### config.mk
export PLATFORM = sky130hd
export DESIGN_NAME = rpc_command_framer_unit
export DESIGN_NICKNAME = d
export VERILOG_FILES = /design/src/hdl/rcf_pkg.sv /design/src/hdl/rpc_command_framer_unit.sv /design/src/hdl/rcf_front.sv /design/src/hdl/rcf_queue.sv /design/src/hdl/rcf_back.sv
export VERILOG_INCLUDE_DIRS = /design/src /design/src/hdl
export SDC_FILE = /design/constraint.sdc
export NUM_CORES = 1
export LEC_CHECK = 0
export ABC_AREA = 1
export BUFFER_PORTS_ARGS = -buffer_cell sky130_fd_sc_hd__buf_2
export CAP_MARGIN = 10
export CELL_PAD_IN_SITES_DETAIL_PLACEMENT = 2
export CELL_PAD_IN_SITES_GLOBAL_PLACEMENT = 2
export CORE_MARGIN = 5
export CORE_UTILIZATION = 39
export DETAILED_ROUTE_END_ITERATION = 10
export PLACE_DENSITY_LB_ADDON = 0.1
export REMOVE_ABC_BUFFERS = 1
export SETUP_SLACK_MARGIN = 0.1
export SLEW_MARGIN = 20
export SYNTH_ARGS = -nofsm -noshare
export SYNTH_HDL_FRONTEND = slang
export SYNTH_SLANG_ARGS = --single-unit
### constraint.sdc
create_clock -name i_clk -period 6.44 [get_ports i_clk]
set_input_delay 1.288 -clock i_clk [delete_from_list [all_inputs] [get_ports i_clk]]
set_output_delay 1.288 -clock i_clk [all_outputs]
set_load 0.02 [all_outputs]
### src/hdl/assert_macros.svh
// assertion macros shared by the framer modules
// no dependencies; included by files that carry concurrent checks
`ifndef ASSERT_MACROS_SVH
`define ASSERT_MACROS_SVH

// same-cycle implication, disabled while reset is asserted
`define ASSERT_IMPLY(lbl, clk, rst_n, ante, cons) \
    lbl: assert property (@(posedge clk) disable iff (!rst_n) (ante) |-> (cons)) \
        else $error("implication check failed");

// next-cycle implication, disabled while reset is asserted
`define ASSERT_NEXT(lbl, clk, rst_n, ante, cons) \
    lbl: assert property (@(posedge clk) disable iff (!rst_n) (ante) |=> (cons)) \
        else $error("next-cycle check failed");

`endif

### src/hdl/rcf_pkg.sv
// types, constants and crc helper for the rpc command framer
// no dependencies; imported by every framer module
package rcf_pkg;

    localparam logic [15:0] CMD_HDR_MAGIC  = 16'h1209;
    localparam logic [15:0] CMD_DATA_MAGIC = 16'hABD1;
    localparam logic [15:0] RES_HDR_MAGIC  = 16'h9021;
    localparam logic [15:0] RES_DATA_MAGIC = 16'h1DBA;
    localparam logic [15:0] CRC_POLY       = 16'h1021;
    localparam logic [15:0] CRC_SEED       = 16'hFFFF;
    localparam logic [31:0] HASH_SEED      = 32'd5381;

    // last byte index of each packet kind
    localparam logic [3:0] HDR_LAST_IDX   = 4'd11;
    localparam logic [3:0] HDR_CRC_LO_IDX = 4'd10;
    localparam logic [3:0] REQ_LAST_IDX   = 4'd3;
    localparam logic [3:0] REQ_CRC_LO_IDX = 4'd2;
    localparam logic [3:0] PAIR_LAST_IDX  = 4'd1;

    typedef enum logic [2:0] {
        OP_NAME       = 3'd0,
        OP_HEADER     = 3'd1,
        OP_DATA_START = 3'd2,
        OP_PAYLOAD    = 3'd3,
        OP_DATA_END   = 3'd4,
        OP_ACK        = 3'd5,
        OP_REQUEST    = 3'd6
    } t_op;

    typedef enum logic [1:0] {
        ACK_OK           = 2'd0,
        ACK_CRC_MISMATCH = 2'd1,
        ACK_WRONG_MAGIC  = 2'd2
    } t_ack_status;

    typedef enum logic [2:0] {
        CMD_HEADER,
        CMD_DATA_START,
        CMD_PAYLOAD,
        CMD_DATA_END,
        CMD_VERDICT,
        CMD_REQUEST
    } t_cmd_op;

    localparam logic KIND_TX      = 1'b0;
    localparam logic KIND_VERDICT = 1'b1;

    // one queued job for the back end
    // arg: header {length, hash}, payload byte in [7:0], data end crc in [15:0]
    typedef struct packed {
        t_cmd_op     op;
        logic [63:0] arg;
        logic        sel;
        t_ack_status status;
    } t_cmd;

    // crc-16, poly 0x1021, msb first
    function automatic logic [15:0] crc_byte(input logic [15:0] crc, input logic [7:0] b);
        logic [15:0] c;
        c = crc ^ {b, 8'h00};
        for (int i = 0; i < 8; i++) begin
            c = c[15] ? ({c[14:0], 1'b0} ^ CRC_POLY) : {c[14:0], 1'b0};
        end
        return c;
    endfunction

    // crc after the two data magic bytes
    localparam logic [15:0] DATA_START_CRC =
        crc_byte(crc_byte(CRC_SEED, CMD_DATA_MAGIC[7:0]), CMD_DATA_MAGIC[15:8]);

endpackage

### src/hdl/rpc_command_framer_unit.sv
// top level of the rpc command framer (transmit side of a uart rpc link)
// depends on rcf_pkg, rcf_front, rcf_queue, rcf_back
//
// usage:
//   input channel (i_valid / o_stall): one beat per op - name byte, header,
//   data start, payload byte, data end, received ack byte or result request.
//   a beat is taken at a rising edge with i_valid high and o_stall low.
//   output channel (o_valid / i_stall): one beat per result - a link byte
//   (o_kind 0) or an ack verdict (o_kind 1); o_last marks the final result
//   of an input beat. results leave in input order, fields little-endian.
// path: the edge that takes a beat writes its job into the queue; the back
//   end then loads its first result from the queue head into the output register.
// throughput: unless the receiver stalls, the back end emits one result
//   per cycle, so ops with one result or none run at one beat per cycle; a
//   header holds the back end for 12 bytes, data start and data end for 2,
//   a request for 4. the header and request crc is built a byte per cycle as bytes go out.
// stall: with the receiver stalling, the output register holds its beat,
//   the queue of QUEUE_DEPTH jobs fills and o_stall rises; name bytes and
//   the first three ack bytes also stall then, as the front takes nothing
//   while the queue is full.
// reset: i_rst_n low at an edge clears the hash to 5381, the data crc to
//   0xffff, the partly received ack, the queue and the output valid.
module rpc_command_framer_unit #(
    parameter int QUEUE_DEPTH = 4
) (
    input  logic        i_clk,
    input  logic        i_rst_n,
    input  logic        i_valid,
    output logic        o_stall,
    input  logic [2:0]  i_op,
    input  logic [7:0]  i_data_byte,
    input  logic [31:0] i_payload_length,
    input  logic        i_select_data,
    output logic        o_valid,
    input  logic        i_stall,
    output logic        o_kind,
    output logic [7:0]  o_tx_byte,
    output logic [1:0]  o_ack_status,
    output logic        o_last
);
    import rcf_pkg::*;

    // front to queue
    logic  push;
    t_cmd  push_cmd;
    // queue status and head toward back end
    logic  q_full;
    logic  q_empty;
    logic  pop;
    t_cmd  head_cmd;

    // classify beats and keep running hash / crc / ack state
    rcf_front u_front (
        .i_clk            (i_clk),
        .i_rst_n          (i_rst_n),
        .i_valid          (i_valid),
        .o_stall          (o_stall),
        .i_op             (i_op),
        .i_data_byte      (i_data_byte),
        .i_payload_length (i_payload_length),
        .i_select_data    (i_select_data),
        .i_full           (q_full),
        .o_push           (push),
        .o_cmd            (push_cmd)
    );

    // decouples the front from output back pressure
    rcf_queue #(
        .DEPTH (QUEUE_DEPTH)
    ) u_queue (
        .i_clk   (i_clk),
        .i_rst_n (i_rst_n),
        .i_push  (push),
        .i_cmd   (push_cmd),
        .i_pop   (pop),
        .o_full  (q_full),
        .o_empty (q_empty),
        .o_head  (head_cmd)
    );

    // serialize each job into output beats
    rcf_back u_back (
        .i_clk        (i_clk),
        .i_rst_n      (i_rst_n),
        .i_empty      (q_empty),
        .i_head       (head_cmd),
        .o_pop        (pop),
        .o_valid      (o_valid),
        .i_stall      (i_stall),
        .o_kind       (o_kind),
        .o_tx_byte    (o_tx_byte),
        .o_ack_status (o_ack_status),
        .o_last       (o_last)
    );

endmodule

### src/hdl/rcf_front.sv
// front end: accepts input beats, keeps hash / data crc / ack state
// and pushes packet jobs to the queue; depends on rcf_pkg
module rcf_front (
    input  logic          i_clk,
    input  logic          i_rst_n,
    input  logic          i_valid,
    output logic          o_stall,
    input  logic [2:0]    i_op,
    input  logic [7:0]    i_data_byte,
    input  logic [31:0]   i_payload_length,
    input  logic          i_select_data,
    input  logic          i_full,
    output logic          o_push,
    output rcf_pkg::t_cmd o_cmd
);
    import rcf_pkg::*;

    logic [31:0] r_hash,      n_hash;
    logic [15:0] r_data_crc,  n_data_crc;
    logic [1:0]  r_ack_idx,   n_ack_idx;
    logic [15:0] r_ack_crc,   n_ack_crc;
    logic [15:0] r_ack_magic, n_ack_magic;
    logic [7:0]  r_ack_crc_lo, n_ack_crc_lo;

    logic        accept;
    logic [15:0] rx_crc;
    logic [15:0] expect_magic;

    assign o_stall = i_full;
    assign accept  = i_valid && !i_full;
    assign rx_crc       = {i_data_byte, r_ack_crc_lo};
    assign expect_magic = i_select_data ? CMD_DATA_MAGIC : CMD_HDR_MAGIC;

    always_comb begin
        n_hash       = r_hash;
        n_data_crc   = r_data_crc;
        n_ack_idx    = r_ack_idx;
        n_ack_crc    = r_ack_crc;
        n_ack_magic  = r_ack_magic;
        n_ack_crc_lo = r_ack_crc_lo;
        o_push       = 1'b0;
        o_cmd.op     = CMD_PAYLOAD;
        o_cmd.arg    = {32'h0, r_hash};
        o_cmd.sel    = i_select_data;
        o_cmd.status = ACK_OK;
        case (t_op'(i_op))
            OP_NAME: begin
                n_hash = ({r_hash[26:0], 5'b0} + r_hash) ^ {24'h0, i_data_byte};
            end
            OP_HEADER: begin
                o_push    = 1'b1;
                o_cmd.op  = CMD_HEADER;
                o_cmd.arg = {i_payload_length, r_hash};
                n_hash    = HASH_SEED;
            end
            OP_DATA_START: begin
                o_push     = 1'b1;
                o_cmd.op   = CMD_DATA_START;
                n_data_crc = DATA_START_CRC;
            end
            OP_PAYLOAD: begin
                o_push     = 1'b1;
                o_cmd.op   = CMD_PAYLOAD;
                o_cmd.arg  = {56'h0, i_data_byte};
                n_data_crc = crc_byte(r_data_crc, i_data_byte);
            end
            OP_DATA_END: begin
                o_push     = 1'b1;
                o_cmd.op   = CMD_DATA_END;
                o_cmd.arg  = {48'h0, r_data_crc};
                n_data_crc = CRC_SEED;
            end
            OP_ACK: begin
                if (r_ack_idx inside {2'd0, 2'd1}) begin
                    if (r_ack_idx == 2'd0) begin
                        n_ack_magic = {r_ack_magic[15:8], i_data_byte};
                    end else begin
                        n_ack_magic = {i_data_byte, r_ack_magic[7:0]};
                    end
                    n_ack_crc = crc_byte(r_ack_crc, i_data_byte);
                    n_ack_idx = r_ack_idx + 2'd1;
                end else if (r_ack_idx == 2'd2) begin
                    n_ack_crc_lo = i_data_byte;
                    n_ack_idx    = 2'd3;
                end else begin
                    o_push   = 1'b1;
                    o_cmd.op = CMD_VERDICT;
                    if (rx_crc != r_ack_crc) begin
                        o_cmd.status = ACK_CRC_MISMATCH;
                    end else if (r_ack_magic != expect_magic) begin
                        o_cmd.status = ACK_WRONG_MAGIC;
                    end
                end
            end
            OP_REQUEST: begin
                o_push   = 1'b1;
                o_cmd.op = CMD_REQUEST;
            end
            default: begin
            end
        endcase
        // new exchange or finished verdict flushes the ack collection
        if (t_op'(i_op) inside {OP_HEADER, OP_DATA_END, OP_REQUEST} ||
            (t_op'(i_op) == OP_ACK && r_ack_idx == 2'd3)) begin
            n_ack_idx    = 2'd0;
            n_ack_crc    = CRC_SEED;
            n_ack_magic  = 16'h0;
            n_ack_crc_lo = 8'h0;
        end
        o_push = o_push && accept;
    end

    always_ff @(posedge i_clk) begin
        if (!i_rst_n) begin
            r_hash       <= HASH_SEED;
            r_data_crc   <= CRC_SEED;
            r_ack_idx    <= 2'd0;
            r_ack_crc    <= CRC_SEED;
            r_ack_magic  <= 16'h0;
            r_ack_crc_lo <= 8'h0;
        end else if (accept) begin
            r_hash       <= n_hash;
            r_data_crc   <= n_data_crc;
            r_ack_idx    <= n_ack_idx;
            r_ack_crc    <= n_ack_crc;
            r_ack_magic  <= n_ack_magic;
            r_ack_crc_lo <= n_ack_crc_lo;
        end
    end

endmodule

### src/hdl/rcf_queue.sv
// job queue between front and back end
// depends on rcf_pkg and assert_macros.svh
`include "assert_macros.svh"

module rcf_queue #(
    parameter int DEPTH = 4
) (
    input  logic          i_clk,
    input  logic          i_rst_n,
    input  logic          i_push,
    input  rcf_pkg::t_cmd i_cmd,
    input  logic          i_pop,
    output logic          o_full,
    output logic          o_empty,
    output rcf_pkg::t_cmd o_head
);
    import rcf_pkg::*;

    localparam int PW = (DEPTH > 1) ? $clog2(DEPTH) : 1;
    localparam int CW = $clog2(DEPTH + 1);
    localparam logic [PW-1:0] LAST_PTR = PW'(DEPTH - 1);
    localparam logic [CW-1:0] FULL_CNT = CW'(DEPTH);

    t_cmd          r_slots [DEPTH];
    logic [PW-1:0] r_wr_ptr, n_wr_ptr;
    logic [PW-1:0] r_rd_ptr, n_rd_ptr;
    logic [CW-1:0] r_count,  n_count;

    assign o_full  = (r_count == FULL_CNT);
    assign o_empty = (r_count == '0);
    assign o_head  = r_slots[r_rd_ptr];

    always_comb begin
        n_wr_ptr = r_wr_ptr;
        n_rd_ptr = r_rd_ptr;
        n_count  = r_count;
        if (i_push) begin
            n_wr_ptr = (r_wr_ptr == LAST_PTR) ? '0 : r_wr_ptr + 1'b1;
        end
        if (i_pop) begin
            n_rd_ptr = (r_rd_ptr == LAST_PTR) ? '0 : r_rd_ptr + 1'b1;
        end
        if (i_push && !i_pop) begin
            n_count = r_count + 1'b1;
        end else if (!i_push && i_pop) begin
            n_count = r_count - 1'b1;
        end
    end

    always_ff @(posedge i_clk) begin
        if (!i_rst_n) begin
            r_wr_ptr <= '0;
            r_rd_ptr <= '0;
            r_count  <= '0;
        end else begin
            r_wr_ptr <= n_wr_ptr;
            r_rd_ptr <= n_rd_ptr;
            r_count  <= n_count;
        end
    end

    always_ff @(posedge i_clk) begin
        if (i_push) begin
            r_slots[r_wr_ptr] <= i_cmd;
        end
    end

    `ASSERT_NEXT(a_push_fills, i_clk, i_rst_n, i_push && !i_pop, !o_empty)
    `ASSERT_IMPLY(a_pop_has_job, i_clk, i_rst_n, i_pop, !o_empty)

endmodule

### src/hdl/rcf_back.sv
// back end: walks each queued job byte by byte into the output register,
// runs the packet crc as bytes go out; depends on rcf_pkg, assert_macros.svh
`include "assert_macros.svh"

module rcf_back (
    input  logic          i_clk,
    input  logic          i_rst_n,
    input  logic          i_empty,
    input  rcf_pkg::t_cmd i_head,
    output logic          o_pop,
    output logic          o_valid,
    input  logic          i_stall,
    output logic          o_kind,
    output logic [7:0]    o_tx_byte,
    output logic [1:0]    o_ack_status,
    output logic          o_last
);
    import rcf_pkg::*;

    logic        r_valid;
    logic [3:0]  r_idx,  n_idx;
    logic [15:0] r_crc,  n_crc;
    logic        r_kind;
    logic [7:0]  r_tx_byte;
    logic [1:0]  r_ack_status;
    logic        r_last;

    logic        advance;
    logic        load;
    logic        sel_kind;
    logic [7:0]  sel_byte;
    logic [1:0]  sel_status;
    logic        sel_last;
    logic [15:0] crc_cur;
    logic [79:0] hdr_word;
    logic [15:0] req_magic;

    assign advance   = !r_valid || !i_stall;
    assign load      = advance && !i_empty;
    assign crc_cur   = (r_idx == '0) ? CRC_SEED : r_crc;
    assign hdr_word  = {i_head.arg, CMD_HDR_MAGIC};
    assign req_magic = i_head.sel ? RES_DATA_MAGIC : RES_HDR_MAGIC;

    always_comb begin
        sel_kind   = KIND_TX;
        sel_byte   = 8'h00;
        sel_status = ACK_OK;
        sel_last   = 1'b0;
        n_crc      = r_crc;
        case (i_head.op)
            CMD_HEADER: begin
                sel_last = (r_idx == HDR_LAST_IDX);
                if (r_idx == HDR_CRC_LO_IDX) begin
                    sel_byte = r_crc[7:0];
                end else if (r_idx == HDR_LAST_IDX) begin
                    sel_byte = r_crc[15:8];
                end else begin
                    sel_byte = 8'(hdr_word >> {r_idx, 3'b000});
                    n_crc    = crc_byte(crc_cur, sel_byte);
                end
            end
            CMD_REQUEST: begin
                sel_last = (r_idx == REQ_LAST_IDX);
                if (r_idx == REQ_CRC_LO_IDX) begin
                    sel_byte = r_crc[7:0];
                end else if (r_idx == REQ_LAST_IDX) begin
                    sel_byte = r_crc[15:8];
                end else begin
                    sel_byte = r_idx[0] ? req_magic[15:8] : req_magic[7:0];
                    n_crc    = crc_byte(crc_cur, sel_byte);
                end
            end
            CMD_DATA_START: begin
                sel_last = (r_idx == PAIR_LAST_IDX);
                sel_byte = r_idx[0] ? CMD_DATA_MAGIC[15:8] : CMD_DATA_MAGIC[7:0];
            end
            CMD_PAYLOAD: begin
                sel_last = 1'b1;
                sel_byte = i_head.arg[7:0];
            end
            CMD_DATA_END: begin
                sel_last = (r_idx == PAIR_LAST_IDX);
                sel_byte = r_idx[0] ? i_head.arg[15:8] : i_head.arg[7:0];
            end
            CMD_VERDICT: begin
                sel_kind   = KIND_VERDICT;
                sel_status = i_head.status;
                sel_last   = 1'b1;
            end
            default: begin
                sel_last = 1'b1;
            end
        endcase
        n_idx = sel_last ? 4'd0 : r_idx + 4'd1;
    end

    assign o_pop = load && sel_last;

    always_ff @(posedge i_clk) begin
        if (!i_rst_n) begin
            r_valid <= 1'b0;
            r_idx   <= 4'd0;
        end else if (load) begin
            r_valid <= 1'b1;
            r_idx   <= n_idx;
        end else if (advance) begin
            r_valid <= 1'b0;
        end
    end

    always_ff @(posedge i_clk) begin
        if (load) begin
            r_crc        <= n_crc;
            r_kind       <= sel_kind;
            r_tx_byte    <= sel_byte;
            r_ack_status <= sel_status;
            r_last       <= sel_last;
        end
    end

    assign o_valid      = r_valid;
    assign o_kind       = r_kind;
    assign o_tx_byte    = r_tx_byte;
    assign o_ack_status = r_ack_status;
    assign o_last       = r_last;

    // a job in progress stays at the queue head until its last byte
    `ASSERT_IMPLY(a_mid_job_head, i_clk, i_rst_n, r_idx != 4'd0, !i_empty)
    `ASSERT_IMPLY(a_idx_range, i_clk, i_rst_n, 1'b1, r_idx <= HDR_LAST_IDX)
    `ASSERT_IMPLY(a_verdict_single, i_clk, i_rst_n, r_valid && r_kind == KIND_VERDICT,
                  r_last && r_tx_byte == 8'h00)

endmodule

==> qor.txt, run 1 <==
Hold Startpoint -> u_front.r_ack_crc_lo[5]
met1 Track Usage GR -> 29.7%
Peak Freq -> 0.253 GHz
total track usage -> 24.0%
PwrDens -> 373 mW/mm²
hold path depth -> 2
final hold violations -> 0
drt pass-1 iters -> 5
Synth area leaders -> edfxtp_1, nand2_1, dfxtp_1
Seq/Total Area, Yosys -> 54.4%
layout overhead on the synthesized area -> 12.1%
total die area -> 0.0582 mm²
Die Wd -> 241 µm
DRT iter0 DRCs -> 847
clock buffer count from CTS -> 47
met2 Resource Use GR -> 44.3%
fraction of layout cells with a size suffix above 1 -> 8.91%
Starting Density -> 39.5%
H-tree depth -> 2
# rows -> 84
Data arrival, critical path -> 4280 ps
final setup fails -> 0
Final min period -> 3950 ps
grt ovf -> 0
vias post-DR -> 16.9k
Hold Path Class -> flip-flop to flip-flop
Worst-Skew Late Latency -> 600 ps
Die H -> 241 µm
TritonCTS clock tree -> built
non-filler cells in the finished layout -> 3146
Worst Hold Path EP -> u_front.r_ack_crc_lo[5]
YS warnings -> 0
EDFF count, synth -> 308
Yosys top cell area share -> 44.4%
Reg clk slew, reported paths -> 60 ps
post-DR vias/cell -> 5.37
post_cts resized -> 0
Logic pwr share -> 29.3%
CP endpoint kind -> flip-flop
Slew HR -> 28.3%
total core area -> 0.0528 mm²
CTS Root Cell -> clkbuf_16
status -> completed
hpwl dp -> 48.5 mm
peak supply drop -> 0.174 mV
cts hold-fix bufs -> 0
unique cell type count in the Yosys netlist -> 59
P_leak -> 9.68 nW
FFs w/ async S/R, synth -> 0%
Post-synth top flop -> edfxtp_1
period utilisation layout -> 61.4%
setup bufs post-CTS -> 0
Critical Path RT -> 6770 ps
cell-internal power -> 5.58 mW
Syn Inst Count -> 2373
Max clock buf depth -> 3
critical path peak fanout -> 51
Reg power frac -> 38.7%
Worst Clk Skew -> 30.1 ps
FF-to-FF End -> u_back.r_crc[12]
Least-Margin Pin Slew -> 1070 ps
Setup Total Neg Slack -> 0 ps
I/O Buffers -> 61
synthesized area -> 0.0208 mm²
switching power -> 3.14 mW
syn avg cell area -> 8.78 µm²
wire length per cell -> 22.2 µm
met3 Track Usage GR -> 3.44%
final antenna-violating net count -> 0
first-pass GRT wire length -> 109 mm
CP Class -> flip-flop to flip-flop
total of max-cap violations -> 0
R2R depth -> 15
switch share -> 36.0%
Synth Register Bits -> 412
n_diodes -> 0
final wirelength -> 69.9 mm
Inst Count DP -> 3059
GRT busiest layer -> met2
Placer Congestion -> 0.872
drt drc -> 0
Clock Power Share -> 32.0%
vias in the first global route -> 18.9k
RSZ-0062 raised after global routing -> no
antenna violations before repair -> 1
area leader, netlist -> edfxtp_1
CTS sink cnt -> 412
Slew Limit Fails -> 0
crit start category -> flip-flop
most frequent cell after synthesis -> nand2_1
largest net degree at the start of global routing -> 71
I/O pins -> 62
R2R Setup Slk -> 2490 ps
Commonest cells post-synth -> nand2_1, nor2_1, edfxtp_1
nets -> 2510
[kinds of logic (layout without fill, tap and decap cells)]
logic type	Yosys count	count (layout)	synth area share, %
adder cells (fa/ha/maj)	42	42	2.59
flip-flops	412	412	54.4
buffers and inverters	353	438	7.31
AO/OA/AOI/OAI	433	433	12.1
AND/OR/NAND/NOR	1067	1067	20.9
XOR/XNOR	66	66	2.77
[flip-flops by register name, summed over array words and instances (netlist names), 3 cells and up, named ones only]
| register | cells |
|---|---|
| u_back.r_crc | 16 |
| u_front.r_hash | 32 |
| u_front.r_data_crc | 16 |
| u_front.r_ack_crc | 16 |
| u_front.r_ack_crc_lo | 8 |
| u_back.o_tx_byte | 8 |
| u_queue.r_slots | 280 |
| u_front.r_ack_magic | 16 |
| u_back.r_idx | 4 |
| u_queue.r_count | 3 |
[metrics by stage]
step	total power, mW	instance area, µm²	util [%]	hold WS, ps	worst slack, ps
6_report	8.72	23400	44.3	463	2490
5_1_grt	9.20	23400	44.3	491	2180
4_1_cts	8.81	23400	44.3	465	2470
3_5_place_dp	5.97	21800	41.3	457	2320
3_3_place_gp	5.81	21800	41.3	450	2580
2_1_floorplan	5.03	20300	-	435	206
[how the worst max path moves through the flow]
stage / end / slack (ps) / depth (start not counted)
6_report: u_back.r_crc[12] / 2490 / 15
3_3_place_gp: u_front.r_data_crc[1] / 2580 / 10
5_1_grt: u_back.r_crc[14] / 2180 / 17
4_1_cts: u_back.r_crc[8] / 2470 / 15
2_1_floorplan: u_back.r_crc[0] / 210 / 8
3_5_place_dp: u_queue.r_slots[1][4] / 2320 / 8
[power by group through the flow]
stage / clock network (mW) / logic [mW] / registers, mW
global placement: 0 / 2.40 / 3.40
detailed placement: 0 / 2.55 / 3.42
finish: 2.79 / 2.56 / 3.37
floorplan: 0 / 1.56 / 3.46
global route: 2.97 / 2.83 / 3.39
CTS: 2.86 / 2.58 / 3.37
[metal layers]
layer / share of wire, % / vias up / wire, µm
met1: 43 / 8527 / 30000
met5: 0.019 / - / 13
li1: - / 7997 / -
met4: 2.5 / 2 / 1740
met3: 3.6 / 98 / 2550
met2: 51 / 275 / 35700
[layout by cell type, fill, tap and decap left out, drive strengths merged, types with 3 or more instances in the layout]
cell type	count
a211oi	3
a21boi	16
a21o	8
a21oi	119
a22o	8
a31oi	9
buf	82
bufinv	7
clkbuf	60
clkinv	17
dfxtp	104
edfxtp	308
ha	40
inv	270
nand2	567
nand3	111
nand3b	6
nand4	18
nor2	344
nor3	11
nor4	4
o2111ai	6
o211ai	24
o21ai	217
o221ai	9
o22ai	3
or2	5
xnor2	39
xor2	27
[worst max-delay path: stages, from the launching register on]
cell and delay, ps:
dfxtp_4 760, buf_4 580, buf_4 590, nand2_1 170
nand2_1 120, nand2_1 70, nand2_1 70, nand2_1 60
o21ai_1 390, nand3_1 230, nand2_1 110, nand2_1 110
nand2_1 120, nand2_1 80, nand3_1 90, nand3_1 80
[area by class of cell]
type                            count  area (µm²)
Clock inverter                     27         332
Inverter                          269        1010
Clock buffer                       60        1250
Multi-Input combinational cell   1608        8040
Timing Repair Buffer               82         526
Sequential cell                   412       11300
Fill cell                        5841       29400
Tap cell                          688         861
No activity file was read; power rests on OpenSTA's default activity.
==> inputs of run 2 (changes only) <==
==> constraint.sdc (replaced) <==
create_clock -name i_clk -period 4.1 [get_ports i_clk]
set_input_delay 0.82 -clock i_clk [delete_from_list [all_inputs] [get_ports i_clk]]
set_output_delay 0.82 -clock i_clk [all_outputs]
set_load 0.02 [all_outputs]
==> run 2 against run 1 <==
Compared with the run above:
- worst setup slack got worse by 1500 ps
- power grew 55%
- clock-buffer cell count shrank 5
- critical endpoint is now u_back.r_crc[13]
- final area is essentially flat
- critical path type unchanged
==> qor.txt, run 2 (synthesis results as in run 1) <==
total of max-cap violations -> 0 (unchanged)
final wirelength -> 70.2 mm (+0.37%)
total die area -> 0.0582 mm² (unchanged)
most common cell after layout, fill and taps aside -> nand2_1
critical path peak fanout -> 138 (+170%)
layout overhead on the synthesized area -> 12.0% (about the same)
final antenna-violating net count -> 0 (unchanged)
Least-Margin Pin Slew -> 941 ps (-133 ps)
Worst Clk Skew -> 24.0 ps (-6.10 ps)
crit start category -> flip-flop
first-pass GRT wire length -> 110 mm (+0.55%)
post_cts resized -> 0 (unchanged)
largest net degree at the start of global routing -> 139 (+96%)
H-tree depth -> 2 (unchanged)
CTS sink cnt -> 412 (unchanged)
I/O Buffers -> 61 (unchanged)
non-filler cells in the finished layout -> 3152 (+0.19%)
Die Wd -> 241 µm (unchanged)
nets -> 2517 (+0.28%)
period utilisation layout -> 76.5% (+15 points)
vias in the first global route -> 19.0k (+0.11%)
most frequent cells in the layout -> nand2_1, nor2_1, edfxtp_1
Reg clk slew, reported paths -> 60 ps (about the same)
DP Worst Slack -> 676 ps (-1650 ps)
I/O pins -> 62 (unchanged)
Data arrival, critical path -> 3490 ps (-790 ps)
Die H -> 241 µm (unchanged)
# rows -> 84 (unchanged)
Clock Power Share -> 31.0% (-1.0 points)
hold_ws -> 466 ps (+2.86 ps)
post-DR vias/cell -> 5.34 (-0.63%)
cell-internal power -> 8.61 mW (+54%)
TritonCTS clock tree -> built
Fillers -> 5817 (-0.41%)
clock buffer count from CTS -> 46 (-2.1%)
DRT iter0 DRCs -> 715 (-16%)
Inst Count DP -> 3067 (+0.26%)
Critical Path RT -> 4450 ps (-2320 ps)
hpwl dp -> 48.4 mm (-0.21%)
total track usage -> 24.2% (+0.18 points)
Starting Density -> 39.5% (unchanged)
CTS Root Cell -> clkbuf_16
cts hold-fix bufs -> 0 (unchanged)
Max clock buf depth -> 3 (unchanged)
Final min period -> 3140 ps (-815 ps)
peak supply drop -> 0.303 mV (+74%)
switching power -> 4.94 mW (+58%)
setup ws final -> 962 ps (-1530 ps)
biggest regs -> u_queue.r_slots: 280 flops, u_front.r_hash: 32 flops
vias post-DR -> 16.8k (-0.44%)
final setup fails -> 0 (unchanged)
final hold violations -> 0 (unchanged)
CP endpoint kind -> flip-flop
Slew HR -> 37.0% (+8.7 points)
setup bufs post-CTS -> 0 (unchanged)
Peak Freq -> 0.319 GHz (+26%)
switch share -> 36.5% (+0.50 points)
PwrDens -> 581 mW/mm² (+56%)
grt ovf -> 0 (unchanged)
RSZ-0062 raised after global routing -> no
status -> completed
antenna violations before repair -> 1 (unchanged)
Core Util, Final -> 44.2% (about the same)
P_leak -> 9.69 nW (+0.18%)
wire length per cell -> 22.3 µm (+0.18%)
n_diodes -> 0 (unchanged)
total core area -> 0.0528 mm² (unchanged)
Worst-Skew Late Latency -> 600 ps (about the same)
CP Class -> flip-flop to flip-flop
drt pass-1 iters -> 5 (unchanged)
Reg power frac -> 38.8% (about the same)
Slew Limit Fails -> 0 (unchanged)
drt drc -> 0 (unchanged)
Hold Path Class -> flip-flop to flip-flop
max FFs per register -> 280 (unchanged)
Logic pwr share -> 30.2% (+0.9 points)
Placer Congestion -> 0.848 (-2.8%)
fraction of layout cells with a size suffix above 1 -> 9.25% (+0.34 points)
Biggest register -> u_queue.r_slots
-- run 2: area by class of cell --
type / instances / area (µm²) / share of cell area (%)
flip-flops and latches: 412 / 11300 / 48.6
multi-input cells: 1608 / 8040 / 34.4
clock buffers: 55 / 1210 / 5.17
inverters: 269 / 1010 / 4.34
well taps: 688 / 861 / 3.69
repair buffers: 90 / 586 / 2.51
clock inverters: 30 / 300 / 1.29
-- run 2: final timing paths --
path,startpoint,end,slack [ps],cells after the start
max reg2reg,flip-flop,u_back.r_crc[13],960,14
min,u_front.r_ack_crc_lo[1],u_front.r_ack_crc_lo[1],470,2
min reg2reg,u_front.r_ack_crc_lo[1],u_front.r_ack_crc_lo[1],470,2
max,flip-flop,u_back.r_crc[13],960,14
-- run 2: layer usage --
metal / wire length [µm] / global-route usage [%] / up-vias / share of wire, %
met2: 35400 / 43.5 / 225 / 50
met5: 13 / 0 / - / 0.019
met3: 1960 / 3.45 / 113 / 2.8
li1: - / - / 7989 / -
met4: 2330 / 7.49 / 2 / 3.3
met1: 30500 / 30.3 / 8496 / 43
-- run 2: stage by stage --
step | TNS (ps) | cell area (µm²) | power, mW
floorplan | -361710 | 20300 | 7.90
finish | 0 | 23300 | 13.6
detailed placement | 0 | 21800 | 9.43
CTS | 0 | 23300 | 13.7
global placement | 0 | 21800 | 9.18
global route | 0 | 23300 | 14.3
-- run 2: power groups by stage --
stage               Sequential (mW)  Clock, mW  Combinational (mW)
finish                         5.26       4.20                4.09
global route                   5.30       4.49                4.54
floorplan                      5.44          0                2.46
detailed placement             5.34          0                4.09
CTS                            5.26       4.30                4.13
global placement               5.32          0                3.86
-- run 2: worst max-delay path, cell delays in order, from the launching register on --
cell and delay, ps:
dfxtp_4 470, buf_12 420, nand2_1 120, nand3_1 120, nand2_1 110, nand2_1 90
nand2_1 60, o21ai_1 450, nand3_1 260, nand2_1 120, nand2_1 50, nand2_1 110
nand3_2 120, nand3b_1 120, nand2_1 70
